## config.mk

```make
export PLATFORM = sky130hd
export DESIGN_NAME = ohmmeter_autorange_controller_top
export DESIGN_NICKNAME = d
export VERILOG_FILES = /design/src/sv/ohmar_pkg.sv /design/src/sv/ohmmeter_autorange_controller_top.sv
export SDC_FILE = /design/constraint.sdc
export NUM_CORES = 2
export LEC_CHECK = 0
export BUFFER_PORTS_ARGS = -buffer_cell sky130_fd_sc_hd__buf_2
export CAP_MARGIN = 10
export CELL_PAD_IN_SITES_DETAIL_PLACEMENT = 2
export CELL_PAD_IN_SITES_GLOBAL_PLACEMENT = 2
export CORE_MARGIN = 2
export CORE_UTILIZATION = 40
export DETAILED_ROUTE_END_ITERATION = 6
export HOLD_SLACK_MARGIN = 0.06
export PLACE_DENSITY_LB_ADDON = 0.1
export SYNTH_ARGS = -nofsm -noshare
export SYNTH_HDL_FRONTEND = slang
export SYNTH_SLANG_ARGS = --single-unit
```

## constraint.sdc

```tcl
create_clock -name clk -period 9.3 [get_ports clk]
set_clock_uncertainty 0.15 [all_clocks]
set_input_delay 0.465 -clock clk [delete_from_list [all_inputs] [get_ports clk]]
set_output_delay 0.465 -clock clk [all_outputs]
set_load 0.02 [all_outputs]
```

## src/sv/ohmar_pkg.sv

```systemverilog
// Shared types and codes for the ohmmeter auto-range controller.
package ohmar_pkg;

    // Configuration register indexes.
    localparam logic [2:0] REG_SAFE_HIGH   = 3'd0;
    localparam logic [2:0] REG_SAFE_LOW    = 3'd1;
    localparam logic [2:0] REG_TARGET      = 3'd2;
    localparam logic [2:0] REG_ADC_HIGH    = 3'd3;
    localparam logic [2:0] REG_ADC_LOW     = 3'd4;
    localparam logic [2:0] REG_CUR_OFFSET  = 3'd5;
    localparam logic [2:0] REG_TRANS_HIGH  = 3'd6;
    localparam logic [2:0] REG_TRANS_MID   = 3'd7;

    // Result status codes.
    localparam logic [1:0] STATUS_OK      = 2'd0;
    localparam logic [1:0] STATUS_TRIP    = 2'd1;
    localparam logic [1:0] STATUS_NO_CURR = 2'd2;

    // Relay range codes.
    localparam logic [1:0] MODE_PROTECTED = 2'd0;
    localparam logic [1:0] MODE_HIGH      = 2'd1;
    localparam logic [1:0] MODE_MID       = 2'd2;

    typedef struct packed {
        logic signed [18:0] probe_voltage;
        logic        [15:0] shunt_adc_voltage;
    } sample_t;

    typedef struct packed {
        logic [31:0] resistance_ohms;
        logic [1:0]  status;
        logic [6:0]  dac_step;
        logic [1:0]  relay_mode;
    } result_t;

endpackage

```

## src/sv/ohmmeter_autorange_controller_top.sv

```systemverilog
// Auto-ranging ohmmeter controller: range and drive control plus resistance divider.
// Sequencing: an item that needs no division (protection trip, no usable current, or a
// non-positive probe voltage) goes from acceptance straight to the finish state; otherwise
// it passes a multiply step, a saturation check and the restoring subtract/compare unit,
// one quotient bit per step. The input is stalled while an item is in flight, but a
// waiting result does not stall the next item once the sequencer has handed it over.
// Reset (rst_n, asynchronous, active low) returns the relay to protected mode, the drive
// to zero and all configuration registers to their default values.
module ohmmeter_autorange_controller_top #(
    parameter int DAC_STEPS = 64
) (
    input  logic                clk,
    input  logic                rst_n,
    input  logic                sample_valid,
    output logic                sample_stall,
    input  ohmar_pkg::sample_t  sample,
    output logic                result_valid,
    input  logic                result_stall,
    output ohmar_pkg::result_t  result,
    input  logic                cfg_valid,
    output logic                cfg_ready,
    input  logic [2:0]          cfg_index,
    input  logic [31:0]         cfg_data
);

    // Drive level holds 0..DAC_STEPS; the working copy has room for one step either side
    // and a sign.
    localparam int DW = $clog2(DAC_STEPS + 1);
    localparam int SW = DW + 2;
    localparam logic signed [SW-1:0] D_ONE  = SW'(1);
    localparam logic signed [SW-1:0] D_TWO  = SW'(2);
    localparam logic signed [SW-1:0] D_MAX  = SW'(DAC_STEPS);
    localparam logic signed [SW-1:0] D_TOP  = SW'(DAC_STEPS - 1);

    // Sequencer states.
    localparam logic [2:0] ST_IDLE   = 3'd0;
    localparam logic [2:0] ST_MUL    = 3'd1;
    localparam logic [2:0] ST_CHK    = 3'd2;
    localparam logic [2:0] ST_DIV    = 3'd3;
    localparam logic [2:0] ST_FINISH = 3'd4;

    // Configuration registers.
    logic signed [18:0] safe_high_reg;
    logic signed [18:0] safe_low_reg;
    logic        [17:0] target_reg;
    logic        [15:0] adc_high_reg;
    logic        [15:0] adc_low_reg;
    logic signed [13:0] cur_offset_reg;
    logic        [31:0] trans_high_reg;
    logic        [31:0] trans_mid_reg;

    // Control state.
    logic [1:0]    range_mode_reg, range_mode_next;
    logic [DW-1:0] drive_reg, drive_next;
    logic [2:0]    state_reg, state_next;
    logic [4:0]    cnt_reg, cnt_next;
    logic          result_valid_reg, result_valid_next;

    // Working payload.
    logic [17:0]   volt_reg, volt_next;
    logic [31:0]   trans_reg, trans_next;
    logic [16:0]   sc_reg, sc_next;
    logic [50:0]   num_reg, num_next;
    logic [24:0]   rem_reg, rem_next;
    logic [31:0]   quo_reg, quo_next;
    logic [1:0]    status_reg, status_next;
    logic [6:0]    dac_reg, dac_next;
    logic [1:0]    mode_out_reg, mode_out_next;
    ohmar_pkg::result_t result_reg, result_next;

    logic accept;

    assign sample_stall = (state_reg != ST_IDLE);
    assign accept       = sample_valid && !sample_stall;
    assign cfg_ready    = 1'b1;
    assign result_valid = result_valid_reg;
    assign result       = result_reg;

    // Configuration writes: user must write only while idle; block does not enforce it.
    always_ff @(posedge clk or negedge rst_n)
    begin
        if (!rst_n)
        begin
            safe_high_reg  <= 19'sd33000;
            safe_low_reg   <= -19'sd1000;
            target_reg     <= 18'd17000;
            adc_high_reg   <= 16'd30000;
            adc_low_reg    <= 16'd1000;
            cur_offset_reg <= -14'sd815;
            trans_high_reg <= 32'd21104640;
            trans_mid_reg  <= 32'd35226;
        end
        else if (cfg_valid && cfg_ready)
        begin
            case (cfg_index)
                ohmar_pkg::REG_SAFE_HIGH:  safe_high_reg  <= cfg_data[18:0];
                ohmar_pkg::REG_SAFE_LOW:   safe_low_reg   <= cfg_data[18:0];
                ohmar_pkg::REG_TARGET:     target_reg     <= cfg_data[17:0];
                ohmar_pkg::REG_ADC_HIGH:   adc_high_reg   <= cfg_data[15:0];
                ohmar_pkg::REG_ADC_LOW:    adc_low_reg    <= cfg_data[15:0];
                ohmar_pkg::REG_CUR_OFFSET: cur_offset_reg <= cfg_data[13:0];
                ohmar_pkg::REG_TRANS_HIGH: trans_high_reg <= cfg_data;
                ohmar_pkg::REG_TRANS_MID:  trans_mid_reg  <= cfg_data;
                default:                   ;
            endcase
        end
    end

    always_comb
    begin
        logic signed [19:0]   v_ext;
        logic signed [17:0]   sc;
        logic                 unsafe;
        logic                 too_high;
        logic                 too_low;
        logic                 below_target;
        logic [1:0]           mode;
        logic signed [SW-1:0] d;
        logic [DW+6:0]        d_wide;
        logic [49:0]          prod;
        logic [25:0]          rem_shift;
        logic                 ge;

        state_next        = state_reg;
        range_mode_next   = range_mode_reg;
        drive_next        = drive_reg;
        cnt_next          = cnt_reg;
        result_valid_next = result_valid_reg;
        volt_next         = volt_reg;
        trans_next        = trans_reg;
        sc_next           = sc_reg;
        num_next          = num_reg;
        rem_next          = rem_reg;
        quo_next          = quo_reg;
        status_next       = status_reg;
        dac_next          = dac_reg;
        mode_out_next     = mode_out_reg;
        result_next       = result_reg;

        // Decision logic on the incoming item.
        v_ext        = 20'(sample.probe_voltage);
        sc           = $signed({2'b00, sample.shunt_adc_voltage}) + 18'(cur_offset_reg);
        unsafe       = (sample.probe_voltage > safe_high_reg)
                    || (sample.probe_voltage < safe_low_reg);
        too_high     = (sample.shunt_adc_voltage >= adc_high_reg);
        too_low      = (sc <= $signed({2'b00, adc_low_reg}));
        below_target = (v_ext < $signed({2'b00, target_reg}));

        mode = (range_mode_reg == ohmar_pkg::MODE_PROTECTED) ? ohmar_pkg::MODE_HIGH
                                                             : range_mode_reg;
        d = $signed({2'b00, drive_reg});
        if (too_high)
        begin
            d = d - D_ONE;
            if (d <= D_ONE)
            begin
                mode = mode + 2'd1;
                d    = D_TOP;
            end
        end
        else if (too_low)
        begin
            d = d + D_ONE;
            if ((d >= D_MAX) && (mode > ohmar_pkg::MODE_HIGH))
            begin
                mode = mode - 2'd1;
                d    = D_TWO;
            end
        end
        else if (below_target)
        begin
            d = d + D_ONE;
        end
        if (d < D_ONE)
        begin
            d = D_ONE;
        end
        else if (d >= D_MAX)
        begin
            d = D_MAX;
        end
        if (mode > ohmar_pkg::MODE_MID)
        begin
            mode = ohmar_pkg::MODE_MID;
        end

        d_wide    = {7'b0, d[DW-1:0]};
        prod      = volt_reg * trans_reg;
        rem_shift = {rem_reg, quo_reg[31]};
        ge        = (rem_shift >= {1'b0, sc_reg, 8'b0});

        // The output register empties whenever the consumer takes the item.
        if (result_valid_reg && !result_stall)
        begin
            result_valid_next = 1'b0;
        end

        case (state_reg)
            ST_IDLE:
            begin
                if (accept)
                begin
                    quo_next  = '0;
                    volt_next = sample.probe_voltage[17:0];
                    sc_next   = sc[16:0];
                    trans_next = (range_mode_reg == ohmar_pkg::MODE_HIGH) ? trans_high_reg
                                                                          : trans_mid_reg;
                    state_next = ST_FINISH;
                    if (unsafe)
                    begin
                        range_mode_next = ohmar_pkg::MODE_PROTECTED;
                        status_next     = ohmar_pkg::STATUS_TRIP;
                        d_wide          = {7'b0, drive_reg};
                        dac_next        = d_wide[6:0];
                        mode_out_next   = ohmar_pkg::MODE_PROTECTED;
                    end
                    else
                    begin
                        range_mode_next = mode;
                        drive_next      = d[DW-1:0];
                        dac_next        = d_wide[6:0];
                        mode_out_next   = mode;
                        if ((range_mode_reg != ohmar_pkg::MODE_HIGH)
                            && (range_mode_reg != ohmar_pkg::MODE_MID))
                        begin
                            status_next = ohmar_pkg::STATUS_NO_CURR;
                        end
                        else if (sc <= 18'sd0)
                        begin
                            status_next = ohmar_pkg::STATUS_NO_CURR;
                        end
                        else
                        begin
                            status_next = ohmar_pkg::STATUS_OK;
                            if (sample.probe_voltage > 19'sd0)
                            begin
                                state_next = ST_MUL;
                            end
                        end
                    end
                end
            end
            ST_MUL:
            begin
                // Numerator with half the divisor added for round-half-up.
                num_next   = {1'b0, prod} + 51'({sc_reg, 7'b0});
                state_next = ST_CHK;
            end
            ST_CHK:
            begin
                if ({6'b0, num_reg[50:32]} >= {sc_reg, 8'b0})
                begin
                    quo_next   = '1;
                    state_next = ST_FINISH;
                end
                else
                begin
                    rem_next   = {6'b0, num_reg[50:32]};
                    quo_next   = num_reg[31:0];
                    cnt_next   = '0;
                    state_next = ST_DIV;
                end
            end
            ST_DIV:
            begin
                rem_next = ge ? 25'(rem_shift - {1'b0, sc_reg, 8'b0}) : rem_shift[24:0];
                quo_next = {quo_reg[30:0], ge};
                cnt_next = cnt_reg + 5'd1;
                if (cnt_reg == 5'd31)
                begin
                    state_next = ST_FINISH;
                end
            end
            ST_FINISH:
            begin
                if (!result_valid_reg || !result_stall)
                begin
                    result_next.resistance_ohms = quo_reg;
                    result_next.status          = status_reg;
                    result_next.dac_step        = dac_reg;
                    result_next.relay_mode      = mode_out_reg;
                    result_valid_next           = 1'b1;
                    state_next                  = ST_IDLE;
                end
            end
            default:
            begin
                state_next = ST_IDLE;
            end
        endcase
    end

    always_ff @(posedge clk or negedge rst_n)
    begin
        if (!rst_n)
        begin
            state_reg        <= ST_IDLE;
            range_mode_reg   <= ohmar_pkg::MODE_PROTECTED;
            drive_reg        <= '0;
            cnt_reg          <= '0;
            result_valid_reg <= 1'b0;
        end
        else
        begin
            state_reg        <= state_next;
            range_mode_reg   <= range_mode_next;
            drive_reg        <= drive_next;
            cnt_reg          <= cnt_next;
            result_valid_reg <= result_valid_next;
        end
    end

    always_ff @(posedge clk)
    begin
        volt_reg     <= volt_next;
        trans_reg    <= trans_next;
        sc_reg       <= sc_next;
        num_reg      <= num_next;
        rem_reg      <= rem_next;
        quo_reg      <= quo_next;
        status_reg   <= status_next;
        dac_reg      <= dac_next;
        mode_out_reg <= mode_out_next;
        result_reg   <= result_next;
    end

    // A tripped or currentless result never reports a resistance.
    a_zero_on_error: assert property (@(posedge clk) disable iff (!rst_n)
        result_valid && (result.status != ohmar_pkg::STATUS_OK)
        |-> (result.resistance_ohms == 32'd0))
        else $error("nonzero resistance with error status");

    // Protected relay mode is only ever reported alongside a trip.
    a_protected_is_trip: assert property (@(posedge clk) disable iff (!rst_n)
        result_valid && (result.relay_mode == ohmar_pkg::MODE_PROTECTED)
        |-> (result.status == ohmar_pkg::STATUS_TRIP))
        else $error("protected mode without trip status");

    // An unsafe probe voltage drops the relay to protected mode on the next cycle.
    a_trip_protects: assert property (@(posedge clk) disable iff (!rst_n)
        accept && ((sample.probe_voltage > safe_high_reg)
                   || (sample.probe_voltage < safe_low_reg))
        |=> (range_mode_reg == ohmar_pkg::MODE_PROTECTED))
        else $error("trip did not force protected mode");

    // The drive level stays within its range and the relay never takes the unused code.
    a_drive_range: assert property (@(posedge clk) disable iff (!rst_n)
        ({1'b0, drive_reg} <= (DW + 1)'(DAC_STEPS)) && (range_mode_reg != 2'd3))
        else $error("drive or range out of bounds");

endmodule
```

# Word level (Yosys, flattened, before mapping)

Index checks and enable logic that the tools add are counted.

Register bits after elaboration: 413
Bits of input ports: 75

Add/subtract/negate cells: 8
Multipliers: 1
$lt $le $gt $ge: 15
Equal/unequal tests: 19
Muxes and demuxes: 38
Reduce and logical (&&, ||, !) cells: 28

Operators with widths:

| kind                                                               | number |
|---|---|
| 2-to-1 mux 32 bit                                                  | 3 |
| case mux 32 bit (3 select lines)                                   | 1 |
| adder 50 x 24 -> 51 bit                                            | 1 |
| multiplier 18 x 32 -> 50 bit                                       | 1 |
| 2-to-1 mux 25 bit                                                  | 2 |
| case mux 25 bit (2 select lines)                                   | 1 |
| less-than comparator 19 bit                                        | 2 |
| 2-to-1 mux 9 bit                                                   | 3 |
| greater-or-equal comparator 26 x 25 -> 1 bit                       | 1 |
| greater-or-equal comparator 19 x 25 -> 1 bit                       | 1 |
| subtractor 25 bit                                                  | 1 |
| 2-to-1 mux 3 bit                                                   | 8 |
| AND reduction 2 bit                                                | 12 |
| 2-to-1 mux 7 bit                                                   | 3 |
| > comparator 19 x 1 -> 1 bit (second input constant)               | 1 |
| > comparator 19 bit                                                | 1 |
| adder 17 x 14 -> 18 bit                                            | 1 |
| greater-or-equal comparator 9 x 8 -> 1 bit (second input constant) | 2 |
| <= comparator 18 x 1 -> 1 bit (second input constant)              | 1 |
| <= comparator 18 x 17 -> 1 bit                                     | 1 |
| 2-to-1 mux 2 bit                                                   | 9 |
| greater-or-equal comparator 16 bit                                 | 1 |
| 2-to-1 mux 8 bit                                                   | 2 |
| == test 3 bit (second input constant)                              | 5 |
| other kinds (27)                                                   | 45 |

# Longest topological paths before layout

Depth in word-level cells: 11
Gate-level depth with buffers: 26
Depth with buffers taken out: 25

# Worst setup path before layout

Ideal clock, no wire load.

Path kind: reg-to-reg
Start point: reg trans_reg[20]
End point: reg num_reg[48], data pin
Data arrival time: 6.194 ns
Required time: 8.892 ns
Path slack: 2.698 ns
Cell stages (with the launch flop): 25
Path buffers: 1
Clock period less this slack: 6.602 ns
Cell sequence: edfxtp_1 > clkbuf_1 > and2_1 > fa_1 > fa_1 > inv_1 > fa_1 > inv_1 > fa_1 > fa_1 > inv_1 > fa_1 > inv_1 > ha_1 > a21o_1 > a21o_1 > a221o_1 > a211oi_1 > o2111ai_1 > a41oi_1 > o22ai_1 > nor2_1 > o21ai_1 > a21oi_1 > xnor2_1

Word-level cells in the longest chain between the ends: 2

Ends and longest elaborated chain:

| what                         | line                                     | source |
|---|---|---|
| start, declared              | ohmmeter_autorange_controller_top.sv:61  | `logic [31:0] trans_reg, trans_next;` |
| start signal, assigned       | ohmmeter_autorange_controller_top.sv:316 | `trans_reg <= trans_next;` |
| multiplier 18 x 32 -> 50 bit | ohmmeter_autorange_controller_top.sv:188 | `prod = volt_reg * trans_reg;` |
| adder 50 x 24 -> 51 bit      | ohmmeter_autorange_controller_top.sv:246 | `num_next = {1'b0, prod} + 51'({sc_reg, 7'b0});` |
| end signal, assigned         | ohmmeter_autorange_controller_top.sv:318 | `num_reg <= num_next;` |
| end, declared                | ohmmeter_autorange_controller_top.sv:63  | `logic [50:0] num_reg, num_next;` |

Every way passes these cells.
A chain may end at the register's enable or synchronous reset.

# Worst setup path in the final report

Start point: reg volt_reg[10]
End point: reg num_reg[43], data pin

Word-level cells in the longest chain between the ends: 2

Ends and longest elaborated chain:

| what                         | line                                     | source |
|---|---|---|
| start, declared              | ohmmeter_autorange_controller_top.sv:60  | `logic [17:0] volt_reg, volt_next;` |
| start signal, assigned       | ohmmeter_autorange_controller_top.sv:315 | `volt_reg <= volt_next;` |
| multiplier 18 x 32 -> 50 bit | ohmmeter_autorange_controller_top.sv:188 |  |
| adder 50 x 24 -> 51 bit      | ohmmeter_autorange_controller_top.sv:246 |  |

Every way passes these cells.

==> impl_metrics.csv <==
group,metric,value,unit
drt,via_count,27396,
logic_synthesis,synth_edf_count,229,
timing,fin_setup_tns,0,ns
logic_synthesis,ys_ff_latch,413,
placement,dp_slack,1.14,ns
worst_setup_path,end_kind,"flop",
cells_and_area,drive_above_1_share,12.0,%
floorplanning,pin_count,121,
timing,hold_viol_final,0,
floorplanning,die_w,315,um
clock_network,cts_resized,0,
grt,grt_pass1_wl,187000,um
drt,drt-pass1-iter-count,5,
drt,drtIter0Drc,1042,
grt,antenna_found_initial,2,
worst_setup_path,r2r_cells,23,
logic_synthesis,ys_types,89,
cells_and_area,nets,4811,
worst_setup_path,rrSetupSlack,1.07,ns
worst_setup_path,cp-startpoint,"volt_reg[10]",
worst_setup_path,crit_path_end,"num_reg[43]",
clock_network,cts_max_path_buffers,3,
worst_setup_path,r2r-start,"volt_reg[10]",
drt,via_per_inst,5.20,
floorplanning,initial_utilization,40.2,%
grt,grt_pass1_vias,31691,
logic_synthesis,avgSynthCellArea,10.1,um2
cells_and_area,largest_reg_flops,51,
timing,slew_violations,0,
outcome,status,"complete, no violations",
drt,ant_nets,0,
grt,grt_use_total,24.7,%
drt,routed_wl,119000,um
logic_synthesis,syn_inst,3819,
cells_and_area,areaGrowthSynthToFinish,11.5,%
drt,drc,0,
placement,dpl.hpwl,93200,um
floorplanning,die_h,315,um
clock_network,clk_pin_slew,0.07,ns
placement,gp_congestion,0.826,
floorplanning,rows,114,
logic_synthesis,synth_nets,4678,
grt,grt_max_degree,74,
drt,wl_per_cell,22.6,um
worst_setup_path,cp-start-kind,"flop",
min_path,hold_class,"in -> reg",
run,maxCapViolCount,0,
clock_network,numCtsBuffers,50,
logic_synthesis,synth.yosys.seq_area_share,29.8,%
clock_network,cts_root_buf,"clkbuf_16",
cells_and_area,diodes,0,
logic_synthesis,netlist_area,0.0387,mm2
clock_network,h-tree-depth,2,
timing,worst_pin_slew,1.09,ns
logic_synthesis,postSynth.asyncResetShare,44.6,%
timing,rsz0062_at_grt,"false",
worst_setup_path,critPathMaxFanout,17,
grt,grt_overflow,0,
clock_network,cts.sinks,413,
worst_setup_path,r2r-end,"num_reg[43]",
timing,fmax,0.121,GHz
worst_setup_path,required,9.65,ns
timing,fin_crit,8.23,ns
timing,slew-limit-headroom,27.2,%
placement,numPortBuffers,119,
floorplanning,dieArea,0.0993,mm2
timing,fin_ws,1.07,ns
clock_network,cts_tree,"done",
floorplanning,core_area,0.0963,mm2
worst_setup_path,crit_type,"reg -> reg",
timing,setup_viol,0,
clock_network,clock_latency,0.65,ns
timing,period_share,88.5,%
logic_synthesis,synthFlopType,"edfxtp_1",
logic_synthesis,synth_warnings,0,
worst_setup_path,crit_arrival,8.58,ns
==> layout make-up <==
| type | count | area [um2] |
|---|---|---|
| Timing Repair Buffer | 231 | 1570 |
| Multi-Input combinational cell | 2541 | 24000 |
| Inverter | 715 | 2690 |
| Fill cell | 10233 | 53100 |
| Clock buffer | 66 | 1460 |
| Sequential cell | 413 | 11500 |
| Tap cell | 1276 | 1600 |
| Clock inverter | 28 | 358 |
==> worst min-delay path by stage <==
| stage | from | end | slack [ns] | cells past startpoint |
|---|---|---|---|---|
| floorplan | rst_n | adc_high_reg[0] | 0.02 | 0 |
| global placement | status_reg[0] | result[9] | 0.25 | 0 |
| detailed placement | dac_reg[1] | result[3] | 0.26 | 0 |
| CTS | cfg_data[15] | safe_low_reg[15] | 0.06 | 3 |
| global route | sample[23] | volt_reg[7] | 0.07 | 1 |
| finish | cfg_data[15] | safe_low_reg[15] | 0.07 | 3 |
==> Yosys cell counts (6+ instances only) <==
master | instances | area share [%]
or3_1 | 6 | 0.097
nand4b_1 | 6 | 0.14
dfrtp_1 | 131 | 8.5
xor2_1 | 23 | 0.52
nand2b_1 | 15 | 0.24
edfxtp_1 | 229 | 18
buf_1 | 6 | 0.058
a211oi_1 | 13 | 0.25
o21a_1 | 24 | 0.47
o211ai_1 | 7 | 0.14
and2_1 | 290 | 4.7
nor2_1 | 78 | 0.76
mux2_2 | 132 | 3.8
o21ai_1 | 36 | 0.47
ha_1 | 284 | 9.2
a21o_1 | 55 | 1.1
clkbuf_1 | 143 | 1.4
nand4_1 | 26 | 0.42
a31oi_1 | 10 | 0.16
nor2b_1 | 11 | 0.18
o21ai_0 | 140 | 1.8
nand2_1 | 509 | 4.9
o31ai_1 | 12 | 0.23
xnor2_1 | 45 | 1.0
fa_1 | 500 | 26
inv_1 | 712 | 6.9
and3_1 | 8 | 0.13
a21oi_1 | 127 | 1.6
nand3_1 | 34 | 0.44
nor4_1 | 8 | 0.13
nor3_1 | 28 | 0.36
dfstp_2 | 53 | 3.6
==> worst max-delay path: stages, from the launching register on <==
cell	delay [ns]
edfxtp_1	0.96
buf_4	0.35
nand2_1	0.10
fa_1	0.57
inv_1	0.07
fa_1	0.48
fa_1	0.59
fa_1	0.43
fa_1	0.49
inv_1	0.05
fa_1	0.48
inv_1	0.04
ha_1	0.40
nand2_1	0.09
nor2_1	0.13
a211oi_1	0.08
o21ai_0	0.16
a21boi_1	0.17
nor4_1	0.80
nor2_1	0.19
o21ai_1	0.45
a31oi_1	0.24
or4b_1	0.51
nand4_1	0.10
==> layer usage <==
layer | track usage, % | vias to the layer above | wire [um]
met2 | 43.6 | 354 | 60100
met4 | 7.58 | 0 | 3860
li1 | - | 12444 | -
met1 | 31.5 | 14445 | 52000
met3 | 2.93 | 153 | 3180
met5 | 0 | - | 0
==> logic make-up after synthesis <==
| group | count (synthesis) | synth area share, % |
|---|---|---|
| muxes | 138 | 4.03 |
| other | 1 | 0.00968 |
| xor gates and xnor gates | 68 | 1.54 |
| and+or+nand+nor | 1044 | 13.0 |
| buffers and inverters | 865 | 8.39 |
| adders and majority gates | 784 | 35.0 |
| DFF | 413 | 29.8 |
| AOI/OAI and AO/OA | 506 | 8.15 |
==> timing repair <==
item                      4_1_cts  5_1_grt
hold endpoints to repair      136        0
hold buffers                   46        0
buffers inserted                0        0
==> cells in the final DEF, fill, tap and decap left out, types with 7 or more instances in the layout <==
cell type / instances
inv_1: 711
nand2_1: 509
fa_1: 500
and2_1: 290
ha_1: 284
edfxtp_1: 229
o21ai_0: 140
mux2_2: 132
dfrtp_1: 131
a21oi_1: 126
buf_2: 118
nor2_1: 78
buf_4: 65
a21o_1: 55
clkbuf_16: 54
dfstp_2: 53
dlygate4sd3_1: 46
xnor2_1: 45
o21ai_1: 35
nand3_1: 34
nand4_1: 26
nor3_1: 25
o21a_1: 24
xor2_1: 23
nand2b_1: 15
a211oi_1: 13
o31ai_1: 12
nor2b_1: 11
a31oi_1: 10
clkinv_2: 10
nor4_1: 8
and3_1: 8
o211ai_1: 7
bufinv_16: 7
clkbuf_8: 7
==> metrics by stage <==
stage,util (%),cells,hold slack [ns],area (um2)
after floorplan,-,3819,0.0194,38700
after global placement,42.5,5130,0.254,40900
after detailed placement,42.5,5130,0.262,40900
after CTS,44.9,5270,0.0618,43200
after global routing,44.9,5270,0.0685,43200
final,44.9,5270,0.0680,43200
Power is not shown: default switching activity piles up to over one toggle a cycle in this logic, so the estimate is an artifact.
